File: src/rtl/rcfd_pkg.sv
// rcfd_pkg: shared types, constants and helpers of the robot command frame decoder
// no dependencies; imported by every rtl module of the block and by its checker
package rcfd_pkg;

  // frame layout
  localparam int unsigned FRAME_LEN = 8;
  localparam int unsigned IDX_W     = $clog2(FRAME_LEN);
  localparam int unsigned POS_HEAD  = 0;
  localparam int unsigned POS_L1    = 1;
  localparam int unsigned POS_L2    = 2;
  localparam int unsigned POS_D0    = 3;
  localparam int unsigned POS_D1    = 4;
  localparam int unsigned POS_D2    = 5;
  localparam int unsigned POS_CR    = FRAME_LEN - 2;
  localparam int unsigned POS_LF    = FRAME_LEN - 1;

  // field widths
  localparam int unsigned BYTE_W  = 8;
  localparam int unsigned CODE_W  = 10;
  localparam int unsigned PULSE_W = 10;
  localparam int unsigned STEP_W  = 6;
  localparam int unsigned OFFS_W  = 4;
  localparam int unsigned LIMIT_W = 16;
  localparam int unsigned FLAG_W  = 4;
  localparam int unsigned ACT_W   = 4;
  localparam int unsigned DIGIT_W = 4;

  // register port
  localparam int unsigned ADDR_W = 5;
  localparam int unsigned DATA_W = 32;
  localparam int unsigned REG_W  = 3;

  // divider sizing: dividend below 2^24, divisor below 2^18, quotient below 2^16
  localparam int unsigned DIV_N_W = 24;
  localparam int unsigned DIV_D_W = 18;
  localparam int unsigned DIV_Q_W = 16;
  localparam int unsigned DIV_C_W = $clog2(DIV_Q_W);

  // characters
  localparam logic [BYTE_W-1:0] CH_HASH = 8'd35;
  localparam logic [BYTE_W-1:0] CH_CR   = 8'd13;
  localparam logic [BYTE_W-1:0] CH_LF   = 8'd10;
  localparam logic [BYTE_W-1:0] CH_DOT  = 8'd46;
  localparam logic [BYTE_W-1:0] CH_ZERO = 8'd48;
  localparam logic [BYTE_W-1:0] CH_NINE = 8'd57;

  localparam logic [CODE_W-1:0] DEC_TEN  = 10'd10;
  localparam logic [CODE_W-1:0] DEC_HUND = 10'd100;

  // letter sums selecting an action
  localparam logic [BYTE_W-1:0] SUM_STEP_RIGHT = 8'd150;
  localparam logic [BYTE_W-1:0] SUM_STEP_LEFT  = 8'd142;
  localparam logic [BYTE_W-1:0] SUM_STEP_CFG   = 8'd143;
  localparam logic [BYTE_W-1:0] SUM_SERVO_SET  = 8'd160;
  localparam logic [BYTE_W-1:0] SUM_SERVO_UP   = 8'd149;
  localparam logic [BYTE_W-1:0] SUM_SERVO_DN   = 8'd157;
  localparam logic [BYTE_W-1:0] SUM_DC_SET     = 8'd145;
  localparam logic [BYTE_W-1:0] SUM_DC_FWD     = 8'd138;
  localparam logic [BYTE_W-1:0] SUM_DC_BWD     = 8'd134;
  localparam logic [BYTE_W-1:0] SUM_STOP       = 8'd166;
  localparam logic [BYTE_W-1:0] SUM_TELEM      = 8'd167;
  localparam logic [BYTE_W-1:0] SUM_LIGHT      = 8'd161;
  localparam logic [BYTE_W-1:0] SUM_SUPPLY     = 8'd159;
  localparam logic [BYTE_W-1:0] SUM_CUR_LIM    = 8'd140;
  localparam logic [BYTE_W-1:0] SUM_SPD_LIM    = 8'd158;
  localparam logic [BYTE_W-1:0] SUM_OBST       = 8'd154;
  localparam logic [BYTE_W-1:0] SUM_LINK       = 8'd151;
  localparam logic [BYTE_W-1:0] SUM_RESET      = 8'd165;
  localparam logic [BYTE_W-1:0] SUM_HOST       = 8'd162;

  // host subcommand codes
  localparam logic [CODE_W-1:0] HOST_SBC_A   = 10'd111;
  localparam logic [CODE_W-1:0] HOST_SBC_B   = 10'd1;
  localparam logic [CODE_W-1:0] HOST_RADIO_A = 10'd0;
  localparam logic [CODE_W-1:0] HOST_RADIO_B = 10'd6;
  localparam logic [CODE_W-1:0] LIGHT_ON     = 10'd1;

  // limit conversions as exact rationals
  localparam logic [DIV_N_W-1:0] CUR_SCALE   = 24'd12288;
  localparam logic [DIV_N_W-1:0] OBST_SCALE  = 24'd8192;
  localparam logic [DIV_D_W-1:0] CONV_DIV    = 18'd671;
  localparam logic [DIV_N_W-1:0] SPEED_NUM   = 24'd576000;
  localparam logic [DIV_D_W-1:0] SPEED_SCALE = 18'd205;

  // reset values
  localparam logic [PULSE_W-1:0] RST_SERVO_LO  = 10'd105;
  localparam logic [PULSE_W-1:0] RST_SERVO_HI  = 10'd175;
  localparam logic [STEP_W-1:0]  RST_SERVO_STP = 6'd5;
  localparam logic [PULSE_W-1:0] RST_DC_NEU    = 10'd50;
  localparam logic [PULSE_W-1:0] RST_DC_FWD    = 10'd40;
  localparam logic [PULSE_W-1:0] RST_DC_BWD    = 10'd60;
  localparam logic [OFFS_W-1:0]  RST_DC_OFFS   = 4'd3;
  localparam logic [PULSE_W-1:0] RST_SERVO     = 10'd140;
  localparam logic [PULSE_W-1:0] RST_DC_PULSE  = 10'd50;

  typedef enum logic [REG_W-1:0] {
    REG_SERVO_LO  = 3'd0,
    REG_SERVO_HI  = 3'd1,
    REG_SERVO_STP = 3'd2,
    REG_DC_NEU    = 3'd3,
    REG_DC_FWD    = 3'd4,
    REG_DC_BWD    = 3'd5,
    REG_DC_OFFS   = 3'd6
  } rcfd_reg_e;

  typedef enum logic [ACT_W-1:0] {
    ACT_NONE       = 4'd0,
    ACT_STEP_MOVE  = 4'd1,
    ACT_STEP_BUSY  = 4'd2,
    ACT_STEP_CFG   = 4'd3,
    ACT_SERVO      = 4'd4,
    ACT_DC         = 4'd5,
    ACT_STOP       = 4'd6,
    ACT_TELEM      = 4'd7,
    ACT_LIGHT      = 4'd8,
    ACT_SUPPLY     = 4'd9,
    ACT_CUR_LIM    = 4'd10,
    ACT_SPD_LIM    = 4'd11,
    ACT_OBST       = 4'd12,
    ACT_LINK       = 4'd13,
    ACT_RESET      = 4'd14,
    ACT_HOST       = 4'd15
  } rcfd_action_e;

  typedef struct packed {
    logic [PULSE_W-1:0] servo_lo;
    logic [PULSE_W-1:0] servo_hi;
    logic [STEP_W-1:0]  servo_step;
    logic [PULSE_W-1:0] dc_neutral;
    logic [PULSE_W-1:0] dc_fwd;
    logic [PULSE_W-1:0] dc_bwd;
    logic [OFFS_W-1:0]  dc_offset;
  } rcfd_cfg_t;

  typedef struct packed {
    logic               start;
    logic [DIV_N_W-1:0] dividend;
    logic [DIV_D_W-1:0] divisor;
  } rcfd_div_req_t;

  typedef struct packed {
    logic               done;
    logic [DIV_Q_W-1:0] quotient;
  } rcfd_div_rsp_t;

  // ascii digit value, non-digits count as zero
  function automatic logic [DIGIT_W-1:0] digit_of(input logic [BYTE_W-1:0] c);
    logic [BYTE_W-1:0] t;
    t = c - CH_ZERO;
    return (c >= CH_ZERO && c <= CH_NINE) ? t[DIGIT_W-1:0] : '0;
  endfunction

endpackage

File: src/rtl/robot_command_frame_decoder.sv
// robot_command_frame_decoder: top level, byte collection, frame decode and action sequencer
// depends on rcfd_pkg, rcfd_cfg (register bank) and rcfd_div (shared divider)
//
// channel  | direction | handshake              | payload
// ---------+-----------+------------------------+-----------------------------------------
// in       | input     | in_valid_i / in_ready_o | mode_i, rx_byte_i
// out      | output    | out_valid_o/out_ready_i | frame_ok_o, action_o, code_value_o, ...
// cfg      | input     | psel, penable, pwrite   | paddr, pwdata, prdata (pready tied high)
//
// a byte that does not close a frame, and a stepper-done item, are taken in the idle state
// a closing byte passes decode, execute and output states, plus a divide state when a limit
//   conversion runs: it goes through the shared divider at one quotient bit per cycle
// in_ready_o is low while a frame is processed, and before a closing byte
//   while the previous result has not been taken yet
// reset clears the byte counter and the actuator state; stored frame bytes are
//   not cleared since every byte is written before it is read
module robot_command_frame_decoder (
  input  logic                        clk_i,
  input  logic                        rst_ni,
  // item input
  input  logic                        in_valid_i,
  output logic                        in_ready_o,
  input  logic                        mode_i,
  input  logic [7:0]                  rx_byte_i,
  // result output
  output logic                        out_valid_o,
  input  logic                        out_ready_i,
  output logic                        frame_ok_o,
  output logic [3:0]                  action_o,
  output logic [9:0]                  code_value_o,
  output logic                        stepper_direction_o,
  output logic [9:0]                  servo_pulse_out_o,
  output logic [9:0]                  dc_pulse_out_o,
  output logic                        dc_enable_out_o,
  output logic [15:0]                 current_limit_out_o,
  output logic [15:0]                 speed_limit_out_o,
  output logic [15:0]                 obstacle_level_out_o,
  output logic                        radio_link_out_o,
  output logic [3:0]                  status_flags_o,
  // register port
  input  logic                        psel,
  input  logic                        penable,
  input  logic                        pwrite,
  input  logic [rcfd_pkg::ADDR_W-1:0] paddr,
  input  logic [rcfd_pkg::DATA_W-1:0] pwdata,
  output logic [rcfd_pkg::DATA_W-1:0] prdata,
  output logic                        pready
);
  import rcfd_pkg::*;

  typedef enum logic [2:0] {
    S_IDLE,
    S_DECODE,
    S_EXEC,
    S_DIV,
    S_OUT
  } state_e;

  localparam logic [IDX_W-1:0] LAST_IDX = IDX_W'(FRAME_LEN - 1);

  rcfd_cfg_t     cfg;
  rcfd_div_req_t div_req;
  rcfd_div_rsp_t div_rsp;

  state_e              state_q;
  logic [IDX_W-1:0]    byte_idx_q;
  logic [BYTE_W-1:0]   frame_q [FRAME_LEN];

  // decoded frame
  logic                ok_q;
  logic [BYTE_W-1:0]   sum_q;
  logic [CODE_W-1:0]   code_q;
  rcfd_action_e        act_q;
  logic                dir_q;

  // actuator and limit state
  logic [PULSE_W-1:0]  servo_q;
  logic [PULSE_W-1:0]  dc_pulse_q;
  logic                dc_en_q;
  logic                busy_q;
  logic                telem_q;
  logic                light_q;
  logic                supply_q;
  logic                radio_q;
  logic [LIMIT_W-1:0]  cur_lim_q;
  logic [LIMIT_W-1:0]  spd_lim_q;
  logic [LIMIT_W-1:0]  obst_q;

  // output register
  logic                out_valid_q;
  logic                o_ok_q;
  rcfd_action_e        o_act_q;
  logic [CODE_W-1:0]   o_code_q;
  logic                o_dir_q;
  logic [PULSE_W-1:0]  o_servo_q;
  logic [PULSE_W-1:0]  o_dc_q;
  logic                o_dc_en_q;
  logic [LIMIT_W-1:0]  o_cur_q;
  logic [LIMIT_W-1:0]  o_spd_q;
  logic [LIMIT_W-1:0]  o_obst_q;
  logic                o_radio_q;
  logic [FLAG_W-1:0]   o_flags_q;

  logic                in_fire;
  logic                out_fire;

  // decode logic
  logic [DIGIT_W-1:0]  dig0, dig1, dig2;
  logic [CODE_W-1:0]   code_two, code_three;
  logic                head_ok;

  // servo step
  logic [PULSE_W:0]    servo_up;
  logic signed [PULSE_W+1:0] servo_dn;

  // dc step
  logic                      dc_fwd;
  logic signed [PULSE_W+1:0] dc_cur_s, dc_neu_s, dc_off_s, dc_try_s, dc_new_s;
  logic                      dc_hit;

  rcfd_cfg u_cfg (
    .clk_i   (clk_i),
    .rst_ni  (rst_ni),
    .psel    (psel),
    .penable (penable),
    .pwrite  (pwrite),
    .paddr   (paddr),
    .pwdata  (pwdata),
    .prdata  (prdata),
    .pready  (pready),
    .cfg_o   (cfg)
  );

  rcfd_div u_div (
    .clk_i  (clk_i),
    .rst_ni (rst_ni),
    .req_i  (div_req),
    .rsp_o  (div_rsp)
  );

  // a closing byte waits until the last result has been taken
  assign in_ready_o = (state_q == S_IDLE) && (!out_valid_q || byte_idx_q != LAST_IDX);
  assign in_fire    = in_valid_i & in_ready_o;
  assign out_fire   = out_valid_q & out_ready_i;

  // frame decode from the stored bytes
  always_comb begin
    dig0       = digit_of(frame_q[POS_D0]);
    dig1       = digit_of(frame_q[POS_D1]);
    dig2       = digit_of(frame_q[POS_D2]);
    code_two   = CODE_W'(dig0) * DEC_TEN + CODE_W'(dig2);
    code_three = CODE_W'(dig0) * DEC_HUND + CODE_W'(dig1) * DEC_TEN + CODE_W'(dig2);
    head_ok    = (frame_q[POS_HEAD] == CH_HASH) && (frame_q[POS_CR] == CH_CR)
              && (frame_q[POS_LF] == CH_LF);
  end

  // servo stepping at full precision before clamping
  assign servo_up = {1'b0, servo_q} + (PULSE_W + 1)'(cfg.servo_step);
  assign servo_dn = $signed({2'b00, servo_q}) - $signed((PULSE_W + 2)'(cfg.servo_step));

  // dc stepping: first step off neutral jumps by the start offset
  always_comb begin
    dc_fwd   = (sum_q == SUM_DC_FWD);
    dc_cur_s = $signed({2'b00, dc_pulse_q});
    dc_neu_s = $signed({2'b00, cfg.dc_neutral});
    dc_off_s = $signed((PULSE_W + 2)'(cfg.dc_offset));
    if (dc_cur_s == dc_neu_s) begin
      dc_try_s = dc_fwd ? dc_neu_s - dc_off_s : dc_neu_s + dc_off_s;
    end else begin
      dc_try_s = dc_fwd ? dc_cur_s - 12'sd1 : dc_cur_s + 12'sd1;
    end
    dc_hit   = (dc_try_s == dc_neu_s);
    dc_new_s = dc_try_s;
    if (!dc_hit) begin
      if (dc_fwd && dc_try_s < $signed({2'b00, cfg.dc_fwd})) begin
        dc_new_s = $signed({2'b00, cfg.dc_fwd});
      end
      if (!dc_fwd && dc_try_s > $signed({2'b00, cfg.dc_bwd})) begin
        dc_new_s = $signed({2'b00, cfg.dc_bwd});
      end
    end
  end

  // limit conversions share the divider; a zero speed code saturates instead
  always_comb begin
    div_req.start    = 1'b0;
    div_req.dividend = SPEED_NUM;
    div_req.divisor  = DIV_D_W'(code_q) * SPEED_SCALE;
    if (state_q == S_EXEC && ok_q) begin
      priority if (sum_q == SUM_CUR_LIM) begin
        div_req.start    = 1'b1;
        div_req.dividend = DIV_N_W'(code_q) * CUR_SCALE;
        div_req.divisor  = CONV_DIV;
      end else if (sum_q == SUM_OBST) begin
        div_req.start    = 1'b1;
        div_req.dividend = DIV_N_W'(code_q) * OBST_SCALE;
        div_req.divisor  = CONV_DIV;
      end else if (sum_q == SUM_SPD_LIM && code_q != '0) begin
        div_req.start    = 1'b1;
      end else begin
        div_req.start    = 1'b0;
      end
    end
  end

  // frame byte store, written before it is ever read
  always_ff @(posedge clk_i) begin
    if (in_fire && !mode_i) begin
      frame_q[byte_idx_q] <= rx_byte_i;
    end
  end

  // sequencer with actuator state and output register
  always_ff @(posedge clk_i or negedge rst_ni) begin
    if (!rst_ni) begin
      state_q     <= S_IDLE;
      byte_idx_q  <= '0;
      ok_q        <= 1'b0;
      sum_q       <= '0;
      code_q      <= '0;
      act_q       <= ACT_NONE;
      dir_q       <= 1'b0;
      servo_q     <= RST_SERVO;
      dc_pulse_q  <= RST_DC_PULSE;
      dc_en_q     <= 1'b0;
      busy_q      <= 1'b0;
      telem_q     <= 1'b0;
      light_q     <= 1'b0;
      supply_q    <= 1'b0;
      radio_q     <= 1'b1;
      cur_lim_q   <= '0;
      spd_lim_q   <= '0;
      obst_q      <= '0;
      out_valid_q <= 1'b0;
      o_ok_q      <= 1'b0;
      o_act_q     <= ACT_NONE;
      o_code_q    <= '0;
      o_dir_q     <= 1'b0;
      o_servo_q   <= '0;
      o_dc_q      <= '0;
      o_dc_en_q   <= 1'b0;
      o_cur_q     <= '0;
      o_spd_q     <= '0;
      o_obst_q    <= '0;
      o_radio_q   <= 1'b0;
      o_flags_q   <= '0;
    end else begin
      if (out_fire) begin
        out_valid_q <= 1'b0;
      end

      unique case (state_q)
        S_IDLE: begin
          if (in_fire) begin
            if (mode_i) begin
              // stepper finished its move
              busy_q <= 1'b0;
            end else begin
              byte_idx_q <= IDX_W'(byte_idx_q + 1'b1);
              if (byte_idx_q == LAST_IDX) begin
                state_q <= S_DECODE;
              end
            end
          end
        end

        S_DECODE: begin
          ok_q    <= head_ok;
          sum_q   <= frame_q[POS_L1] + frame_q[POS_L2];
          code_q  <= !head_ok ? '0 : (frame_q[POS_D1] == CH_DOT) ? code_two : code_three;
          state_q <= S_EXEC;
        end

        S_EXEC: begin
          act_q   <= ACT_NONE;
          dir_q   <= 1'b0;
          state_q <= div_req.start ? S_DIV : S_OUT;
          if (ok_q) begin
            unique case (sum_q)
              SUM_STEP_RIGHT, SUM_STEP_LEFT: begin
                if (!busy_q) begin
                  busy_q <= 1'b1;
                  act_q  <= ACT_STEP_MOVE;
                  dir_q  <= (sum_q == SUM_STEP_RIGHT);
                end else begin
                  act_q <= ACT_STEP_BUSY;
                end
              end
              SUM_STEP_CFG: act_q <= ACT_STEP_CFG;
              SUM_SERVO_SET: begin
                servo_q <= code_q;
                act_q   <= ACT_SERVO;
              end
              SUM_SERVO_UP: begin
                servo_q <= (servo_up > {1'b0, cfg.servo_hi}) ? cfg.servo_hi
                                                             : servo_up[PULSE_W-1:0];
                act_q   <= ACT_SERVO;
              end
              SUM_SERVO_DN: begin
                servo_q <= (servo_dn < $signed({2'b00, cfg.servo_lo})) ? cfg.servo_lo
                                                                      : servo_dn[PULSE_W-1:0];
                act_q   <= ACT_SERVO;
              end
              SUM_DC_SET: begin
                dc_pulse_q <= code_q;
                dc_en_q    <= (code_q != cfg.dc_neutral);
                act_q      <= ACT_DC;
              end
              SUM_DC_FWD, SUM_DC_BWD: begin
                dc_pulse_q <= dc_new_s[PULSE_W-1:0];
                dc_en_q    <= !dc_hit;
                act_q      <= ACT_DC;
              end
              SUM_STOP: act_q <= ACT_STOP;
              SUM_TELEM: begin
                telem_q <= (code_q != '0);
                act_q   <= ACT_TELEM;
              end
              SUM_LIGHT: begin
                light_q <= (code_q == LIGHT_ON);
                act_q   <= ACT_LIGHT;
              end
              SUM_SUPPLY: begin
                supply_q <= (code_q != '0);
                act_q    <= ACT_SUPPLY;
              end
              SUM_CUR_LIM: act_q <= ACT_CUR_LIM;
              SUM_SPD_LIM: begin
                if (code_q == '0) begin
                  spd_lim_q <= '1;
                end
                act_q <= ACT_SPD_LIM;
              end
              SUM_OBST: act_q <= ACT_OBST;
              SUM_LINK: begin
                radio_q <= (code_q != '0);
                act_q   <= ACT_LINK;
              end
              SUM_RESET: act_q <= ACT_RESET;
              SUM_HOST: begin
                if (code_q == HOST_SBC_A || code_q == HOST_SBC_B) begin
                  radio_q <= 1'b0;
                end else if (code_q == HOST_RADIO_A || code_q == HOST_RADIO_B) begin
                  radio_q <= 1'b1;
                end
                act_q <= ACT_HOST;
              end
              default: ;
            endcase
          end
        end

        S_DIV: begin
          if (div_rsp.done) begin
            unique case (act_q)
              ACT_CUR_LIM: cur_lim_q <= div_rsp.quotient;
              ACT_OBST:    obst_q    <= div_rsp.quotient;
              default:     spd_lim_q <= div_rsp.quotient;
            endcase
            state_q <= S_OUT;
          end
        end

        S_OUT: begin
          // output register is free: the closing byte waited for it
          out_valid_q <= 1'b1;
          o_ok_q      <= ok_q;
          o_act_q     <= act_q;
          o_code_q    <= code_q;
          o_dir_q     <= dir_q;
          o_servo_q   <= servo_q;
          o_dc_q      <= dc_pulse_q;
          o_dc_en_q   <= dc_en_q;
          o_cur_q     <= cur_lim_q;
          o_spd_q     <= spd_lim_q;
          o_obst_q    <= obst_q;
          o_radio_q   <= radio_q;
          o_flags_q   <= {busy_q, supply_q, light_q, telem_q};
          state_q     <= S_IDLE;
        end

        default: state_q <= S_IDLE;
      endcase
    end
  end

  assign out_valid_o          = out_valid_q;
  assign frame_ok_o           = o_ok_q;
  assign action_o             = o_act_q;
  assign code_value_o         = o_code_q;
  assign stepper_direction_o  = o_dir_q;
  assign servo_pulse_out_o    = o_servo_q;
  assign dc_pulse_out_o       = o_dc_q;
  assign dc_enable_out_o      = o_dc_en_q;
  assign current_limit_out_o  = o_cur_q;
  assign speed_limit_out_o    = o_spd_q;
  assign obstacle_level_out_o = o_obst_q;
  assign radio_link_out_o     = o_radio_q;
  assign status_flags_o       = o_flags_q;

endmodule

File: src/rtl/rcfd_cfg.sv
// rcfd_cfg: register bank of the frame decoder behind its register port
// depends on rcfd_pkg
module rcfd_cfg (
  input  logic                       clk_i,
  input  logic                       rst_ni,
  input  logic                       psel,
  input  logic                       penable,
  input  logic                       pwrite,
  input  logic [rcfd_pkg::ADDR_W-1:0] paddr,
  input  logic [rcfd_pkg::DATA_W-1:0] pwdata,
  output logic [rcfd_pkg::DATA_W-1:0] prdata,
  output logic                       pready,
  output rcfd_pkg::rcfd_cfg_t        cfg_o
);
  import rcfd_pkg::*;

  rcfd_cfg_t cfg_q;
  rcfd_reg_e reg_idx;
  logic      wr_en;

  assign reg_idx = rcfd_reg_e'(paddr[ADDR_W-1:2]);
  assign wr_en   = psel & penable & pwrite;
  assign pready  = 1'b1;
  assign cfg_o   = cfg_q;

  always_ff @(posedge clk_i or negedge rst_ni) begin
    if (!rst_ni) begin
      cfg_q.servo_lo   <= RST_SERVO_LO;
      cfg_q.servo_hi   <= RST_SERVO_HI;
      cfg_q.servo_step <= RST_SERVO_STP;
      cfg_q.dc_neutral <= RST_DC_NEU;
      cfg_q.dc_fwd     <= RST_DC_FWD;
      cfg_q.dc_bwd     <= RST_DC_BWD;
      cfg_q.dc_offset  <= RST_DC_OFFS;
    end else if (wr_en) begin
      unique case (reg_idx)
        REG_SERVO_LO:  cfg_q.servo_lo   <= pwdata[PULSE_W-1:0];
        REG_SERVO_HI:  cfg_q.servo_hi   <= pwdata[PULSE_W-1:0];
        REG_SERVO_STP: cfg_q.servo_step <= pwdata[STEP_W-1:0];
        REG_DC_NEU:    cfg_q.dc_neutral <= pwdata[PULSE_W-1:0];
        REG_DC_FWD:    cfg_q.dc_fwd     <= pwdata[PULSE_W-1:0];
        REG_DC_BWD:    cfg_q.dc_bwd     <= pwdata[PULSE_W-1:0];
        REG_DC_OFFS:   cfg_q.dc_offset  <= pwdata[OFFS_W-1:0];
        default: ;
      endcase
    end
  end

  always_comb begin
    unique case (reg_idx)
      REG_SERVO_LO:  prdata = DATA_W'(cfg_q.servo_lo);
      REG_SERVO_HI:  prdata = DATA_W'(cfg_q.servo_hi);
      REG_SERVO_STP: prdata = DATA_W'(cfg_q.servo_step);
      REG_DC_NEU:    prdata = DATA_W'(cfg_q.dc_neutral);
      REG_DC_FWD:    prdata = DATA_W'(cfg_q.dc_fwd);
      REG_DC_BWD:    prdata = DATA_W'(cfg_q.dc_bwd);
      REG_DC_OFFS:   prdata = DATA_W'(cfg_q.dc_offset);
      default:       prdata = '0;
    endcase
  end

endmodule

File: src/rtl/rcfd_div.sv
// rcfd_div: shared restoring divider, one quotient bit per cycle
// depends on rcfd_pkg; dividend upper byte must stay below the divisor
module rcfd_div (
  input  logic                    clk_i,
  input  logic                    rst_ni,
  input  rcfd_pkg::rcfd_div_req_t req_i,
  output rcfd_pkg::rcfd_div_rsp_t rsp_o
);
  import rcfd_pkg::*;

  logic               busy_q;
  logic               done_q;
  logic [DIV_C_W-1:0] cnt_q;
  logic [DIV_D_W-1:0] rem_q;
  logic [DIV_D_W-1:0] dsr_q;
  logic [DIV_Q_W-1:0] quo_q;

  logic [DIV_D_W:0]   trial;
  logic [DIV_D_W:0]   diff;
  logic               fits;

  assign trial = {rem_q, quo_q[DIV_Q_W-1]};
  assign fits  = trial >= {1'b0, dsr_q};
  assign diff  = trial - {1'b0, dsr_q};

  assign rsp_o.done     = done_q;
  assign rsp_o.quotient = quo_q;

  always_ff @(posedge clk_i or negedge rst_ni) begin
    if (!rst_ni) begin
      busy_q <= 1'b0;
      done_q <= 1'b0;
      cnt_q  <= '0;
    end else begin
      done_q <= 1'b0;
      if (req_i.start) begin
        busy_q <= 1'b1;
        cnt_q  <= '0;
      end else if (busy_q) begin
        cnt_q <= cnt_q + 1'b1;
        if (cnt_q == DIV_C_W'(DIV_Q_W - 1)) begin
          busy_q <= 1'b0;
          done_q <= 1'b1;
        end
      end
    end
  end

  // datapath, no reset needed
  always_ff @(posedge clk_i) begin
    if (req_i.start) begin
      rem_q <= DIV_D_W'(req_i.dividend[DIV_N_W-1:DIV_Q_W]);
      quo_q <= req_i.dividend[DIV_Q_W-1:0];
      dsr_q <= req_i.divisor;
    end else if (busy_q) begin
      rem_q <= fits ? diff[DIV_D_W-1:0] : trial[DIV_D_W-1:0];
      quo_q <= {quo_q[DIV_Q_W-2:0], fits};
    end
  end

endmodule

File: config.mk
export PLATFORM = sky130hd
export DESIGN_NAME = robot_command_frame_decoder
export DESIGN_NICKNAME = d
export VERILOG_FILES = /design/src/rtl/rcfd_pkg.sv /design/src/rtl/robot_command_frame_decoder.sv /design/src/rtl/rcfd_cfg.sv /design/src/rtl/rcfd_div.sv
export SDC_FILE = /design/constraint.sdc
export NUM_CORES = 1
export LEC_CHECK = 0
export BUFFER_PORTS_ARGS = -buffer_cell sky130_fd_sc_hd__clkbuf_2
export CAP_MARGIN = 5
export CORE_ASPECT_RATIO = 1.1
export CORE_MARGIN = 1.5
export CORE_UTILIZATION = 57
export CTS_BUF_LIST = sky130_fd_sc_hd__clkbuf_8
export DETAILED_ROUTE_END_ITERATION = 6
export PLACE_DENSITY_LB_ADDON = 0.12
export SYNTH_ARGS = -nofsm -noshare
export SYNTH_HDL_FRONTEND = slang
export SYNTH_SLANG_ARGS = --single-unit
File: constraint.sdc
create_clock -name clk_i -period 4.15 [get_ports clk_i]
set_input_delay 0.83 -clock clk_i [delete_from_list [all_inputs] [get_ports clk_i]]
set_output_delay 0.83 -clock clk_i [all_outputs]
set_load 0.02 [all_outputs]
==> flow_metrics.py, run 1 <==
metrics = {
    "die": {
        "io_pins": 178,
        "die_y_um": 213,
        "fp-row-count": 76,
        "die_x_um": 194,
        "core_area_um2": 39400,
        "start_util_pct": 58.2,
        "die_area_um2": 41400,
    },
    "timing": {
        "fin_crit_ns": 4.29,
        "slew_headroom_pct": 26.7,
        "whs_ns": 0.132,
        "fin_worst_skew_ns": 0.0329,
        "worst_slack_ns": -0.137,
        "setup_violations": 9,
        "rsz0062_at_grt": "true",
        "fin_crit_sh_pct": 103,
        "slew_violations": 0,
        "fmax_mhz": 233,
        "tightest_slew_ns": 1.10,
        "final-hold-violation-count": 0,
    },
    "run_status": {
        "outcome": "finished with violations",
        "violations": "design-rule violations, negative setup slack",
    },
    "worst_setup_path": {
        "r2r_setup_slack_ns": -0.14,
        "worstReg2RegStart": "sum_q[4]$_DFFE_PN0N_",
        "reg2reg_depth": 19,
        "crit_end": "dc_pulse_q[5]$_DFFE_PN1P_",
        "cp.required_ns": 4.70,
        "worstSetupStartpoint": "sum_q[4]$_DFFE_PN0N_",
        "cp-start-kind": "flip-flop",
        "rr_endpoint": "dc_pulse_q[5]$_DFFE_PN1P_",
        "arrival_ns": 4.84,
        "critPathMaxFanout": 7,
        "crit_type": "reg2reg",
        "critPathCaptureType": "flip-flop",
    },
    "routing": {
        "drt_iter0_drc": 1284,
        "dr.pass1.iters": 7,
        "wirelength_um": 58900,
        "routed_via_density": 5.71,
        "post_drt_wl_per_cell_um": 19.3,
        "drc": 12,
        "antenna_left": 0,
        "num_vias": 17476,
    },
    "clock_tree": {
        "h-tree-depth": 3,
        "cts_made_buffers": 67,
        "path_clk_slew_ns": 0.06,
        "hold_buffers": 0,
        "clk_path_buf_depth": 3,
        "cts_tree": "built",
        "cts-root-buf": "clkbuf_8",
        "cts_sinks": 377,
        "clock_latency_ns": 0.64,
    },
    "cells_and_area": {
        "layout.nets": 2770,
        "utilization_pct": 69.2,
        "fin_area_um2": 27200,
        "diodes": 0,
        "regArea_um2": 9960,
        "area_growth_pct": 18.9,
        "multi_input_area_um2": 12300,
        "layout-drive-gt1-share_pct": 28.6,
        "fillers": 3043,
    },
    "yosys": {
        "synth_seq_cells": 377,
        "ys_seq_area_share_pct": 43.5,
        "yosysWarnings": 0,
        "netlist_instances": 2203,
        "synth_top_area_cell": "dfrtp_1",
        "synth_area_leaders": "dfrtp_1 (25%), edfxtp_1 (14%), ha_1 (9.8%)",
        "synth.most_common_cell": "dfrtp_1",
        "synth_top_area_share_pct": 25.2,
        "synth_ff_type": "dfrtp_1",
        "synth-async-reset-ratio_pct": 69.2,
        "synth_area_per_cell_um2": 10.4,
        "synth_area_um2": 22900,
        "netlist-cell-type-count": 85,
        "synth.top_cells.by_count": "dfrtp_1 (231), inv_1 (188), nand2_1 (180)",
        "synth_edf_count": 106,
    },
    "global_route": {
        "top_usage_layer": "met2",
        "grt_pass1_wl_um": 93100,
        "antenna_found_initial": 0,
        "use_met3_pct": 4.52,
        "grt_usage_pct": 28.7,
        "grt_max_degree": 98,
        "first_global_vias": 17617,
        "use_met1_pct": 37.1,
        "grt_overflow": 0,
        "use_met2_pct": 48.3,
    },
    "power_and_ir_drop": {
        "ir_worst_vdd_v": 0.000333,
        "finalPower_mw": 10.0,
        "leakagePower_nw": 13.1,
        "cellPowerDensity_nw_per_um2": 368,
    },
    "run": {
        "drv_cap": 0,
    },
    "placed_design": {
        "post_dp_cell_area_um2": 25100,
        "hpwl_um": 43500,
        "dp_slack_ns": -0.242,
        "gp_congestion": 0.903,
        "port_buffers": 130,
    },
    "hold_path": {
        "hp-class": "in2async",
    },
}
-- what timing repair did --
item                       CTS  global route
pin swaps                   21            50
setup endpoints to repair   22            28
gates resized for setup     43            68
buffers inserted            12            18
gates cloned                 2             0
-- logic make-up (layout without fill, tap and decap cells) --
logic type / count (synthesis) / count (layout) / share of synthesized area [%]
compound gates: 427 / 428 / 11.8
mux: 194 / 194 / 9.53
buf+inv: 308 / 635 / 5.55
xor+xnor: 111 / 111 / 4.43
fa+ha+maj: 218 / 218 / 13.2
simple gates: 566 / 566 / 12.1
flops: 377 / 377 / 43.5
other cells: 2 / 23 / 0.0328
-- layout by cell type, fill, tap and decap left out, drive strengths merged, types with 21 or more instances in the layout --
cell,count
a21o,26
a21oi,92
and3,28
buf,196
clkbuf,207
conb,23
dfrtp,231
dfstp,30
edfxtp,106
fa,39
ha,179
inv,210
mux2,162
mux2i,29
nand2,180
nand2b,21
nand3,41
nand4,21
nor2,139
nor2b,33
nor3,31
o21ai,139
o22ai,25
xnor2,56
xor2,52
-- worst max-delay path, stage by stage (launching register included) --
cell	delay [ns]
dfrtp_1	0.38
or4b_4	0.55
or4_4	0.51
a21o_1	0.21
or3_1	0.33
o21ai_2	0.09
xnor2_1	0.15
o21ai_2	0.09
buf_4	0.15
ha_4	0.25
nand2_1	0.05
o21ai_1	0.19
a221oi_2	0.10
a21oi_1	0.16
o21ai_1	0.09
buf_4	0.16
buf_6	0.11
a21bo_4	0.23
a221o_1	0.34
nand3_1	0.09
-- flip-flops by register name, summed over array words and instances, names as in the netlist, 3 cells and up --
name and count:
frame_q 64, act_q 4, u_div.dsr_q 18, dc_pulse_out_o 10, servo_q 10, action_o 4, sum_q 8, obst_q 16
status_flags_o 4, servo_pulse_out_o 10, spd_lim_q 16, byte_idx_q 3, u_div.rem_q 18, speed_limit_out_o 16, u_cfg.cfg_o 60, current_limit_out_o 16
cur_lim_q 16, dc_pulse_q 10, code_q 10, obstacle_level_out_o 16, u_div.quo_q 16, code_value_o 10, state_q 3, u_div.cnt_q 4
-- power breakdown --
| group | total, mW | switching [mW] | internal [mW] |
|---|---|---|---|
| logic | 2.05 | 1.18 | 0.865 |
| registers | 4.30 | 0.221 | 4.08 |
| clock network | 3.68 | 1.62 | 2.06 |
| total | 10.0 | 3.02 | 7.00 |
-- worst min path at each step --
stage                                    to  slack, ns  cells past startpoint
2_1_floorplan             dir_q$_DFFE_PN0P_       0.44                      2
3_3_place_gp   u_div.rem_q[17]$_SDFFE_PP0P_       0.45                      2
3_5_place_dp   u_div.rem_q[17]$_SDFFE_PP0P_       0.46                      2
4_1_cts          u_div.cnt_q[2]$_DFFE_PN0P_       0.14                      1
5_1_grt              u_div.busy_q$_DFF_PN0_       0.16                      1
6_report         u_div.cnt_q[0]$_DFFE_PN0P_       0.13                      1
-- final cells by class --
cell class                      instances  share of cell area (%)
Multi-Input combinational cell       1540                    45.1
Clock inverter                         44                    1.34
Sequential cell                       377                    36.6
Clock buffer                           78                    3.94
Timing Repair Buffer                  325                    8.14
Tap cell                              507                    2.33
Inverter                              188                    2.59
-- stage by stage --
stage | setup TNS, ns | instances
floorplan | -0.211 | 2224
global placement | -1.68 | 2905
detailed placement | -2.90 | 2905
CTS | -0.0776 | 3041
global route | -3.75 | 3059
finish | -0.616 | 3059
-- metal layers --
layer / share of wire, % / routed length, µm / vias up
li1: - / - / 8311
met1: 43 / 25100 / 8477
met2: 48 / 28200 / 542
met3: 5.6 / 3300 / 146
met4: 3.7 / 2200 / 0
met5: 0 / 0 / -
Power figures use the tool's default switching activity.
==> run 2: changes to the inputs <==
--- a/config.mk
+++ b/config.mk
@@ -5,6 +5,7 @@
 export SDC_FILE = /design/constraint.sdc
 export NUM_CORES = 1
 export LEC_CHECK = 0
+export ABC_AREA = 1
 export BUFFER_PORTS_ARGS = -buffer_cell sky130_fd_sc_hd__clkbuf_2
 export CAP_MARGIN = 5
 export CORE_ASPECT_RATIO = 1.1
@@ -12,6 +13,7 @@
 export CORE_UTILIZATION = 57
 export CTS_BUF_LIST = sky130_fd_sc_hd__clkbuf_8
 export DETAILED_ROUTE_END_ITERATION = 6
+export GPL_ROUTABILITY_DRIVEN = 1
 export PLACE_DENSITY_LB_ADDON = 0.12
 export SYNTH_ARGS = -nofsm -noshare
 export SYNTH_HDL_FRONTEND = slang
==> flow_metrics.py, run 2 <==
metrics = {
    "run_status": {
        "outcome": "finished with violations",
        "violations": "negative setup slack",
    },
    "clock_tree": {
        "clock_latency_ns": 0.70,
        "path_clk_slew_ns": 0.07,
        "clk_path_buf_depth": 3,
        "cts_tree": "built",
        "cts_sinks": 377,
        "cts_made_buffers": 61,
        "h-tree-depth": 2,
        "cts-root-buf": "clkbuf_8",
        "hold_buffers": 0,
    },
    "placed_design": {
        "port_buffers": 130,
        "gp_congestion": 0.928,
        "hpwl_um": 50500,
    },
    "yosys": {
        "netlist_instances": 2770,
        "netlist-cell-type-count": 59,
        "synth_edf_count": 106,
        "synth_seq_cells": 377,
        "synth_ff_type": "dfrtp_1",
        "synth_area_um2": 23600,
        "synth_top_area_share_pct": 24.5,
        "synth_area_per_cell_um2": 8.51,
        "synth_top_area_cell": "dfrtp_1",
        "synth_area_leaders": "dfrtp_1 (25%), edfxtp_1 (13%), ha_1 (9.5%)",
        "yosysWarnings": 0,
        "ys_seq_area_share_pct": 42.2,
        "synth.top_cells.by_count": "nand2_1 (533), inv_1 (389), o21ai_0 (264)",
        "synth.most_common_cell": "nand2_1",
        "synth-async-reset-ratio_pct": 69.2,
    },
    "cells_and_area": {
        "layout_common_cells": "nand2_1 (526), inv_1 (407), o21ai_0 (259)",
        "regMostFlops": "frame_q",
        "final_common_cell": "nand2_1",
        "multi_input_area_um2": 11900,
        "layout-drive-gt1-share_pct": 19.4,
        "layout.nets": 3298,
        "largest_reg_flops": 64,
        "area_growth_pct": 14.9,
        "diodes": 0,
        "regArea_um2": 9960,
        "fillers": 3417,
    },
    "routing": {
        "drt_iter0_drc": 1397,
        "post_drt_wl_per_cell_um": 18.3,
        "num_vias": 19905,
        "drc": 0,
        "wirelength_um": 65800,
        "antenna_left": 0,
        "routed_via_density": 5.55,
        "dr.pass1.iters": 6,
    },
    "power_and_ir_drop": {
        "ir_worst_vdd_v": 0.000338,
        "leakagePower_nw": 13.6,
        "cellPowerDensity_nw_per_um2": 406,
        "finalPower_mw": 11.0,
    },
    "worst_setup_path": {
        "reg2reg_depth": 23,
        "worstSetupStartpoint": "code_q[2]$_DFFE_PN0N_",
        "crit_type": "reg2reg",
        "rr_endpoint": "u_div.dsr_q[15]$_DFFE_PP_",
        "critPathCaptureType": "flip-flop",
        "crit_end": "u_div.dsr_q[15]$_DFFE_PP_",
        "path_cells": "buf_6, ha_4, fa_1, inv_2, fa_1, fa_1, inv_2, ha_4, inv_2, o21bai_4, inv_2, nor2_4, nor2_1, nor2_1, o21ai_1, nand2_1, nand2_1, inv_1, nor2_1, o21bai_1, nand2_1, nand2_1, nor2_1",
        "critPathMaxFanout": 2,
        "worstReg2RegStart": "code_q[2]$_DFFE_PN0N_",
        "crit_slowest_cell": "fa_1",
        "arrival_ns": 4.59,
        "max_stage_delay_ns": 0.57,
        "r2r_setup_slack_ns": -0.02,
        "cp.required_ns": 4.57,
        "cp-start-kind": "flip-flop",
    },
    "timing": {
        "fin_worst_skew_ns": 0.0345,
        "fmax_mhz": 240,
        "setup_violations": 1,
        "fin_crit_ns": 4.17,
        "worst_slack_ns": -0.0169,
        "tightest_slew_ns": 1.22,
        "final-hold-violation-count": 0,
        "fin_crit_sh_pct": 100,
        "fin_setup_tns_ns": -0.0169,
        "slew_headroom_pct": 18.5,
        "rsz0062_at_grt": "true",
        "whs_ns": 0.175,
        "slew_violations": 0,
    },
    "global_route": {
        "grt_pass1_wl_um": 104000,
        "first_global_vias": 19213,
        "antenna_found_initial": 0,
        "grt_max_degree": 105,
        "grt_overflow": 0,
        "grt_usage_pct": 31.1,
    },
    "die": {
        "io_pins": 178,
        "start_util_pct": 58.3,
        "core_area_um2": 40500,
        "fp-row-count": 77,
        "die_x_um": 197,
        "die_area_um2": 42600,
        "die_y_um": 216,
    },
    "hold_path": {
        "hp-class": "in2async",
    },
    "run": {
        "drv_cap": 0,
    },
}
[run 2: worst min path at each step]
stage	from	to	slack, ns	cells past startpoint
2_1_floorplan	cur_lim_q[0]$_DFFE_PN0P_	cur_lim_q[0]$_DFFE_PN0P_	0.45	2
3_3_place_gp	cur_lim_q[12]$_DFFE_PN0P_	cur_lim_q[12]$_DFFE_PN0P_	0.46	2
3_5_place_dp	cur_lim_q[0]$_DFFE_PN0P_	cur_lim_q[0]$_DFFE_PN0P_	0.47	2
4_1_cts	rst_ni	code_q[1]$_DFFE_PN0N_	0.21	1
5_1_grt	rst_ni	u_div.done_q$_DFF_PN0_	0.28	1
6_report	rst_ni	u_div.cnt_q[0]$_DFFE_PN0P_	0.18	1
[run 2: power by group]
part / switching, mW / leakage (nW) / total (mW) / internal [mW]
Sequential: 0.239 / 4.38 / 4.47 / 4.24
Combinational: 2.24 / 8.51 / 3.30 / 1.06
Clock: 1.52 / 0.716 / 3.22 / 1.70
Total: 3.99 / 13.6 / 11.0 / 7.00
[run 2: layout make-up]
class / instances / share of cell area, %
Multi-Input combinational cell: 1891 / 43.8
Sequential cell: 377 / 36.8
Timing Repair Buffer: 281 / 6.79
Clock buffer: 68 / 3.45
Tap cell: 513 / 2.37
Clock inverter: 44 / 1.07
Inverter: 415 / 5.75
[run 2: kinds of logic after synthesis]
kind of cell	synth area share [%]
multiplexers	1.86
AO/OA/AOI/OAI	13.2
flip-flops	42.2
other	0.0318
adder cells (fa/ha/maj)	12.8
AND/OR/NAND/NOR	18.2
XOR/XNOR	2.67
buffers and inverters	9.06
[run 2: routing by layer]
layer / track usage [%] / wire length, µm
met1: 43.3 / 29300
met2: 49.2 / 29700
met3: 4.50 / 4220
met4: 12.6 / 2530
met5: 0 / 0
[run 2: timing repair]
item | CTS | global route
endpoints found under the setup margin | 2 | 25
gates resized for setup | 20 | 42
buffers inserted | 9 | 4
pin swaps | 11 | 24
gates cloned | 0 | 0
[run 2: worst max-delay path: cells and delay by family (launching register included)]
| kind | cells | cell delay [ns] |
|---|---|---|
| buffers and inverters | 6 | 0.38 |
| AND/OR/NAND/NOR | 9 | 0.61 |
| AO/OA/AOI/OAI | 3 | 0.41 |
| flip-flops | 1 | 0.41 |
| adder cells (fa/ha/maj) | 5 | 2.09 |
[run 2: metrics by stage]
| stage | worst slack [ns] | std cells | utilization [%] | cell area, µm² |
|---|---|---|---|---|
| after floorplan | 0.0135 | 2791 | - | 23700 |
| after global placement | -0.126 | 3464 | 63.0 | 25500 |
| after detailed placement | -0.163 | 3464 | 63.0 | 25500 |
| after CTS | -0.00739 | 3585 | 66.5 | 26900 |
| after global routing | -0.191 | 3589 | 67.0 | 27100 |
| final | -0.0169 | 3589 | 67.0 | 27100 |
